===== src/design/elsu_pkg.sv =====
// Embedding lookup / SGD update: shared constants, op codes and the
// command/status structs between controller and datapath.
// No dependencies.
`timescale 1ns / 1ps

package elsu_pkg;

  // Table geometry
  localparam int VOCAB = 1024;
  localparam int DIM   = 64;
  localparam int SEQ   = 256;

  // Fixed field widths
  localparam int OP_W   = 2;
  localparam int TOK_W  = 10;
  localparam int POS_W  = 8;
  localparam int ELEM_W = 6;
  localparam int VAL_W  = 16;
  localparam int LR_W   = 16;

  // Derived widths
  localparam int CNT_W   = $clog2(SEQ + 1);
  localparam int HIST_AW = (SEQ > 1) ? $clog2(SEQ) : 1;
  localparam int WADDR_W = (VOCAB * DIM > 1) ? $clog2(VOCAB * DIM) : 1;
  localparam int PROD_W  = LR_W + VAL_W + 1;
  localparam int STEP_W  = VAL_W + 2;

  localparam logic [LR_W-1:0] LR_RESET = 16'd655;

  // Op codes
  localparam logic [OP_W-1:0] OP_LOOKUP = 2'd0;
  localparam logic [OP_W-1:0] OP_GRAD   = 2'd1;
  localparam logic [OP_W-1:0] OP_LOAD   = 2'd2;

  // Controller -> datapath
  typedef struct packed {
    logic capture;   // latch the accepted input beat
    logic record;    // place token in history, set output position
    logic issue;     // read one row element into the output register
    logic hist_rd;   // read history at the gradient position
    logic grad_rd;   // read the target weight, form rate * gradient
    logic grad_wr;   // write back the updated weight
    logic load_wr;   // write a loaded weight
  } elsu_cmd_t;

  // Datapath -> controller
  typedef struct packed {
    logic slot_free;  // output register free after this edge
    logic elem_last;  // element counter at DIM-1
    logic grad_ok;    // gradient position and element are in range
  } elsu_sts_t;

endpackage


===== src/design/elsu_ctrl.sv =====
// Controller FSM: sequences lookup, gradient and load items.
// Depends on elsu_pkg (command/status structs, op codes).
`timescale 1ns / 1ps

module elsu_ctrl (
  input  logic                      clk,
  input  logic                      rst_n,
  input  logic                      in_valid,
  input  logic [elsu_pkg::OP_W-1:0] in_op,
  output logic                      in_ready,
  input  elsu_pkg::elsu_sts_t       sts,
  output elsu_pkg::elsu_cmd_t       cmd
);

  localparam logic [2:0] S_IDLE = 3'd0;
  localparam logic [2:0] S_REC  = 3'd1;
  localparam logic [2:0] S_LOOK = 3'd2;
  localparam logic [2:0] S_G1   = 3'd3;
  localparam logic [2:0] S_G2   = 3'd4;
  localparam logic [2:0] S_G3   = 3'd5;
  localparam logic [2:0] S_LOAD = 3'd6;

  logic [2:0] state_r, state_nxt;
  logic       accept;

  assign in_ready = (state_r == S_IDLE);
  assign accept   = in_ready && in_valid;

  // Next state and commands
  always_comb begin
    state_nxt = state_r;
    cmd       = '0;
    cmd.capture = accept;
    unique case (state_r)
      S_IDLE: begin
        if (accept) begin
          unique case (in_op)
            elsu_pkg::OP_LOOKUP: state_nxt = S_REC;
            elsu_pkg::OP_GRAD:   state_nxt = S_G1;
            elsu_pkg::OP_LOAD:   state_nxt = S_LOAD;
            default:             state_nxt = S_IDLE;
          endcase
        end
      end
      S_REC: begin
        cmd.record = 1'b1;
        state_nxt  = S_LOOK;
      end
      S_LOOK: begin
        cmd.issue = sts.slot_free;
        if (sts.slot_free && sts.elem_last) begin
          state_nxt = S_IDLE;
        end
      end
      S_G1: begin
        cmd.hist_rd = 1'b1;
        state_nxt   = sts.grad_ok ? S_G2 : S_IDLE;
      end
      S_G2: begin
        cmd.grad_rd = 1'b1;
        state_nxt   = S_G3;
      end
      S_G3: begin
        cmd.grad_wr = 1'b1;
        state_nxt   = S_IDLE;
      end
      S_LOAD: begin
        cmd.load_wr = 1'b1;
        state_nxt   = S_IDLE;
      end
      default: state_nxt = S_IDLE;
    endcase
  end

  // State register
  always_ff @(posedge clk) begin
    if (!rst_n) begin
      state_r <= S_IDLE;
    end else begin
      state_r <= state_nxt;
    end
  end

endmodule


===== config.mk =====
export PLATFORM = sky130hd
export DESIGN_NAME = elsu_ctrl
export DESIGN_NICKNAME = d
export VERILOG_FILES = /design/src/design/elsu_pkg.sv /design/src/design/elsu_ctrl.sv
export SDC_FILE = /design/constraint.sdc
export NUM_CORES = 1
export LEC_CHECK = 0
export ABC_CLOCK_PERIOD_IN_PS = 2600
export BUFFER_PORTS_ARGS = -buffer_cell sky130_fd_sc_hd__buf_2
export CAP_MARGIN = 30
export CORE_AREA = 2 2 39 41
export DETAILED_ROUTE_END_ITERATION = 7
export DIE_AREA = 0 0 41 43
export GPL_TIMING_DRIVEN = 1
export PLACE_DENSITY = 0.43
export SLEW_MARGIN = 20
export SYNTH_ARGS = -nofsm -noshare
export SYNTH_HDL_FRONTEND = slang
export SYNTH_SLANG_ARGS = --single-unit

===== constraint.sdc =====
create_clock -name clk -period 2.6 [get_ports clk]
set_clock_uncertainty 0.15 [all_clocks]
set_input_delay 0.26 -clock clk [delete_from_list [all_inputs] [get_ports clk]]
set_output_delay 0.26 -clock clk [all_outputs]
set_load 0.005 [all_outputs]

**Word-level counts from Yosys, hierarchy flattened**

Index checks and enable logic that the tools add are counted.

- Bits in registers: 3
- Input bits: 8
- Output and inout port bits: 8
- Word-level logic and storage cells: 27

- Equal/unequal tests: 10
- Multiplexer cells: 11
- Reduce and logical (&&, ||, !) cells: 5

Operator list:

| cell | count |
|---|---|
| 3-bit one-hot mux with 5 select lines | 1 |
| 3-bit == test, second input constant | 3 |
| 3-bit two-way mux | 3 |
| 3-bit one-hot mux with 3 select lines | 1 |
| 3-bit by 2-bit == test with 1-bit output, second input constant | 2 |
| 1-bit two-way mux | 6 |
| 3-bit by 1-bit == test with 1-bit output, second input constant | 1 |
| 3-bit logical NOT | 1 |
| 2-bit by 1-bit == test with 1-bit output, second input constant | 1 |
| 2-bit == test, second input constant | 1 |
| 1-bit logical AND | 2 |
| 2-bit logical NOT | 1 |
| 2-bit by 1-bit inequality test with 1-bit output, second input constant | 1 |
| 2-bit inequality test, second input constant | 1 |
| 2-bit AND reduction | 1 |

**Logic depth before layout (Yosys ltp)**

Gate-level depths: netlist of run 1.

- Word-level depth: 4
- Depth in mapped cells: 4

**Worst setup path before layout of run 1**

OpenSTA, ideal clock, no wires.

- Path kind: flip-flop to output port
- From: register state_r[0]
- To: output port cmd[6] (netlist name)
- Arrival time: 917 ps
- Data required time: 2190 ps
- Setup slack: 1273 ps
- Cell stages (with the launch flop): 5
- Path buffers: 2
- Path through: dfxtp_1 buf_6 nor3_1 and2_1 buf_4

- Cells in the longest elaborated chain, start to end: 2

Ends and longest elaborated chain:

| what | line | source |
|---|---|---|
| from (decl) | elsu_ctrl.sv:23 | `logic [2:0] state_r, state_nxt;` |
| from (signal assigned) | elsu_ctrl.sv:80 | `state_r <= state_nxt;` |
| 3-bit logical NOT | elsu_ctrl.sv:26 | `assign in_ready = (state_r == S_IDLE);` |
| named net in_ready | elsu_ctrl.sv:10 | `output logic in_ready,` |
| 1-bit logical AND | elsu_ctrl.sv:27 | `assign accept = in_ready && in_valid;` |
| to (decl) | elsu_ctrl.sv:12 | `output elsu_pkg::elsu_cmd_t cmd` |

The timed path passes the listed nets, and every way through them passes these cells.

==> flow_summary_export.csv, run 1 <==
group,metric,value,unit
layout,diodes,0,
clock_tree,cts_tree,"built",
clock_tree,cts_max_level,1,
synth,synth_cells,34,
grt,grt_max_degree,10,
die,ios,16,
grt,antenna_found_initial,0,
clock_tree,post_cts_resized,0,
die,core_area,1380,um2
routing,vias,273,
timing,timing.final.crit_share,0.606,
placed_design,globalplace.congestion,0.684,
timing,hold_violations,0,
die,placementRows,14,
routing,wl_per_cell,9.68,um
min_path,worstHoldPathType,"in -> reg",
timing,relSlewSlack,0.764,
timing,rsz0062_at_grt,"false",
grt,grt_use_total,0.0812,
timing,setup_viol,0,
outcome,status,"completed",
clock_tree,cts_sinks,3,
setup_path,crit_type,"reg -> out",
timing,min_period,1.58,ns
synth,syn_area,285,um2
routing,antenna_left,0,
setup_path,crit_arrival,1.17,ns
placed_design,dp_hpwl,501,um
power_and_ir_drop,powerDensity,501,nW/um2
timing,fmax,634,MHz
layout,nets,62,
synth,ys_types,20,
setup_path,crit_chain,"nor3_1 > and2_1 > buf_2",
setup_path,cp_max_fo,9,
power_and_ir_drop,irDropWorstVdd,0.168,mV
routing,top_layer,"met3",
layout,reg_top3,"state_r (3)",
routing,wl_met3,59,um
clock_tree,insertion_delay,0.24,ns
layout,syn_to_final_growth,33.3,%
timing,finalSetupTns,0,ns
layout,layout_commonest_cell,"buf_2",
synth,syn_nets,45,
grt,grt_remaining_overflow,0,
grt,first_global_vias,232,
clock_tree,numCtsBuffers,3,
synth,yosys_warnings,0,
synth,synth_flop_cell,"dfxtp_1",
die,die_y,43,um
routing,met1Wirelength,311,um
layout,fillCellCount,167,
synth,synth-seq-area-share,0.211,
die,die_w,41,um
layout,largest_reg_flops,3,
die,dieArea,1760,um2
flow_run,maxCapViolCount,0,
grt,grt_pass1_wl,945,um
synth,async_reset_ff_frac,0,
power_and_ir_drop,p_leak,0.189,nW
timing,tightest_slew,0.353,ns
routing,first_pass_iters,2,
synth,synth-edff-count,0,
layout,drive_gt1_frac,0.460,
routing,via_per_inst,4.14,
routing,drc,0,
clock_tree,cts_post_setup_buffers_inserted,0,
layout,regMostFlops,"state_r",
setup_path,worstSetupEndpointType,"output pin",
routing,drt-initial-drc-count,1,
synth,syn-mean-instance-area,8.39,um2
placed_design,io_buffers,15,
clock_tree,clockBufferDepth,2,
clock_tree,cts-root-buf,"clkbuf_4",
routing,wl,639,um
setup_path,start_kind,"register",
synth,synth-seq-cells,3,
layout,final_cell_mix,"buf_2, inv_1, nand2_1",
setup_path,max_stage_delay,0.52,ns
clock_tree,cts_hold_buf,0,
die,start_util,0.206,
routing,route.met2.wl,268,um
layout,utilization,0.275,
setup_path,crit_path_top_delay_cell,"dfxtp_1",
timing,slew_violations,0,
clock_tree,clk_pin_slew_worst_paths,0.04,ns
setup_path,crit_required,2.19,ns
power_and_ir_drop,p_total,0.191,mW
## area by class of cell
type                            count  area (um2)  area share
Multi-Input combinational cell     24         184       0.484
Sequential cell                     3        60.1       0.158
Clock buffer                        4        26.3      0.0691
Timing Repair Buffer               15        75.1       0.197
Inverter                            4        15.0      0.0395
Tap cell                           16        20.0      0.0526
## cells in the mapped netlist, types with 2 or more instances
cell type | n | area, um2
inv_1 | 4 | 15.0
nor3_1 | 2 | 10.0
dfxtp_1 | 3 | 60.1
nand2_1 | 4 | 15.0
buf_4 | 2 | 15.0
nor3b_1 | 2 | 15.0
ha_1 | 3 | 37.5
o21ai_1 | 2 | 10.0
## logic make-up after synthesis
group,count (synthesis),synth area share
compound gates,7,0.206
fa+ha+maj,3,0.132
buf+inv,7,0.145
flops,3,0.211
simple gates,14,0.307
## per-layer routing
layer  GRT usage  vias up
met5           0        -
met4      0.0600        0
met3      0.0314        0
met2       0.100       10
met1       0.109      118
li1            -      145
## through the flow
stage,cells,worst slack (ns),hold WS [ns],cell area [um2]
after floorplan,34,1.27,0.226,285
after global placement,62,1.26,0.351,354
after detailed placement,62,1.25,0.348,354
after CTS,66,1.00,0.0966,380
after global routing,66,0.938,0.111,380
final,66,1.02,0.0981,380
## report_power, final
group | switching [mW] | leakage [nW] | internal (mW)
registers | 0.00929 | 0.0246 | 0.0500
logic | 0.0203 | 0.149 | 0.0236
clock network | 0.0296 | 0.0150 | 0.0579
total | 0.0591 | 0.189 | 0.131
## critical path, delay by kind of cell, from the launching register on
kind / cells / cell delay (ns)
flops: 1 / 0.52
simple gates: 2 / 0.29
buf+inv: 1 / 0.12
## path summary, 6_finish.rpt
check	start	to	slack, ns	depth (start not counted)
max	state_r[0]	cmd[6]	1.02	3
min	rst_n	state_r[0]	0.1	3
max reg2reg	state_r[0]	state_r[2]	1.32	3
min reg2reg	state_r[2]	state_r[1]	0.39	1
(Power assumes the default switching activity.)
==> run 2: changes to the inputs <==
Settings changed: ABC_CLOCK_PERIOD_IN_PS 2600 to 1320, PLACE_DENSITY 0.43 to 0.44.
Clock period 2.6 ns to 1.32 ns, I/O delays scaled along.
==> run 2 against run 1 <==
Sequential share of layout area increased by 1.1 points. Worst hold slack got worse by 0.085 ns. Cell count increased by 1.5%. Largest cell class unchanged.
==> flow_summary_export.csv, run 2 (same netlist as run 1, synthesis figures left out) <==
group,metric,value,unit
timing,rsz0062_at_grt,"true",
clock_tree,insertion_delay,0.23,ns
layout,regMostFlops,"state_r",
clock_tree,cts_tree,"built",
timing,min_period,1.30,ns
clock_tree,clk_pin_slew_worst_paths,0.04,ns
clock_tree,cts-root-buf,"clkbuf_4",
timing,timing.final.crit_share,0.983,
clock_tree,cts_sinks,3,
placed_design,dp_hpwl,492,um
timing,fmax,771,MHz
setup_path,cpLargestDelayFamily,"flip-flops",
routing,vias,284,
layout,nets,63,
setup_path,crit_type,"reg -> out",
layout,reg_top3,"state_r (3)",
grt,grt.met1_usage,0.108,
routing,first_pass_iters,2,
setup_path,crit_chain,"nor3_4 > and2_1 > buf_2",
layout,layout_commonest_cell,"buf_2",
routing,wl,665,um
layout,fillCellCount,154,
routing,drc,0,
routing,wl_per_cell,9.93,um
die,dieArea,1760,um2
die,die_w,41,um
setup_path,worstSetupEndpointType,"output pin",
grt,use_met3,0.0366,
layout,diodes,0,
setup_path,start_kind,"register",
flow_run,maxCapViolCount,0,
grt,busiest_layer,"met2",
layout,syn_to_final_growth,48.2,%
timing,slew_violations,0,
power_and_ir_drop,irDropWorstVdd,0.224,mV
layout,final_cell_mix,"buf_2, nand2_1",
setup_path,crit_path_top_delay_cell,"dfxtp_4",
setup_path,worstPathBufferInverterCount,1,
routing,via_per_inst,4.24,
grt,grt_use_total,0.0841,
setup_path,crit_arrival,1.02,ns
placed_design,io_buffers,15,
clock_tree,cts_max_level,1,
timing,finalSetupTns,0,ns
timing,setup_viol,0,
clock_tree,clockBufferDepth,2,
grt,first_global_vias,259,
grt,grt_pass1_wl,1.02,mm
die,ios,16,
setup_path,cp_max_fo,7,
setup_path,r2r_setup_slack,0.18,ns
min_path,worstHoldPathType,"in -> reg",
die,die_y,43,um
timing,tightest_slew,0.253,ns
power_and_ir_drop,p_leak,0.200,nW
grt,grt_max_degree,10,
timing,hold_violations,0,
placed_design,globalplace.congestion,0.606,
routing,drt-initial-drc-count,2,
layout,finish.instance_area,423,um2
layout,utilization,0.306,
timing,relSlewSlack,0.831,
placed_design,place_area,354,um2
placed_design,preCtsSetupSlack,0.0408,ns
die,start_util,0.206,
setup_path,crit_required,1.04,ns
layout,largest_reg_flops,3,
grt,grt_remaining_overflow,0,
die,placementRows,14,
die,core_area,1380,um2
grt,antenna_found_initial,0,
layout,drive_gt1_frac,0.588,
outcome,status,"completed",
timing,fin_hold_ws,0.0136,ns
setup_path,max_stage_delay,0.37,ns
clock_tree,numCtsBuffers,3,
grt,grt_util_met2,0.125,
timing,fin_ws,0.0226,ns
power_and_ir_drop,powerDensity,896,nW/um2
routing,antenna_left,0,
clock_tree,cts_post_setup_buffers_inserted,0,
[run 2: tightest hold or removal path: cells and delay by family]
| family | cells | cell delay (ns) |
|---|---|---|
| simple gates | 1 | 0.07 |
| compound gates | 1 | 0.06 |
| buf+inv | 1 | 0.10 |
[run 2: what timing repair did]
action,4_1_cts,5_1_grt
hold buffers,1,0
resized for setup,8,3
endpoints found under the hold margin,1,0
setup endpoints to repair,8,4
pin swaps,1,2
[run 2: final cells by class]
type                            count  area, um2  area share
Inverter                            4       15.0      0.0355
Timing Repair Buffer               16       85.1       0.201
Tap cell                           16       20.0      0.0473
Sequential cell                     3       71.3       0.169
Multi-Input combinational cell     24        205       0.485
Clock buffer                        4       26.3      0.0621
[run 2: report_power, final]
part	switching, mW	internal (mW)	total, mW
sequential	0.0233	0.0986	0.122
combinational	0.0415	0.0534	0.0949
clock	0.0489	0.113	0.162
[run 2: per-stage QoR]
step / power (mW) / cells
floorplan: 0.183 / 34
global placement: 0.208 / 62
detailed placement: 0.207 / 62
CTS: 0.386 / 67
global route: 0.414 / 67
finish: 0.379 / 67
[run 2: per-layer routing]
layer  share of wire  vias up  wire, um
met2            0.45       12       302
li1                -      147         -
met1            0.42      125       282
met4               0        0         0
met3            0.12        0        79
met5               0        -         0
[run 2: worst paths after layout]
kind | from | depth (start not counted) | to
worst min register to register | state_r[2] | 1 | state_r[1]
worst max register to register | state_r[0] | 3 | state_r[2]
worst max-delay path | state_r[2] | 3 | cmd[6]
worst min-delay path | sts[0] | 3 | state_r[2]
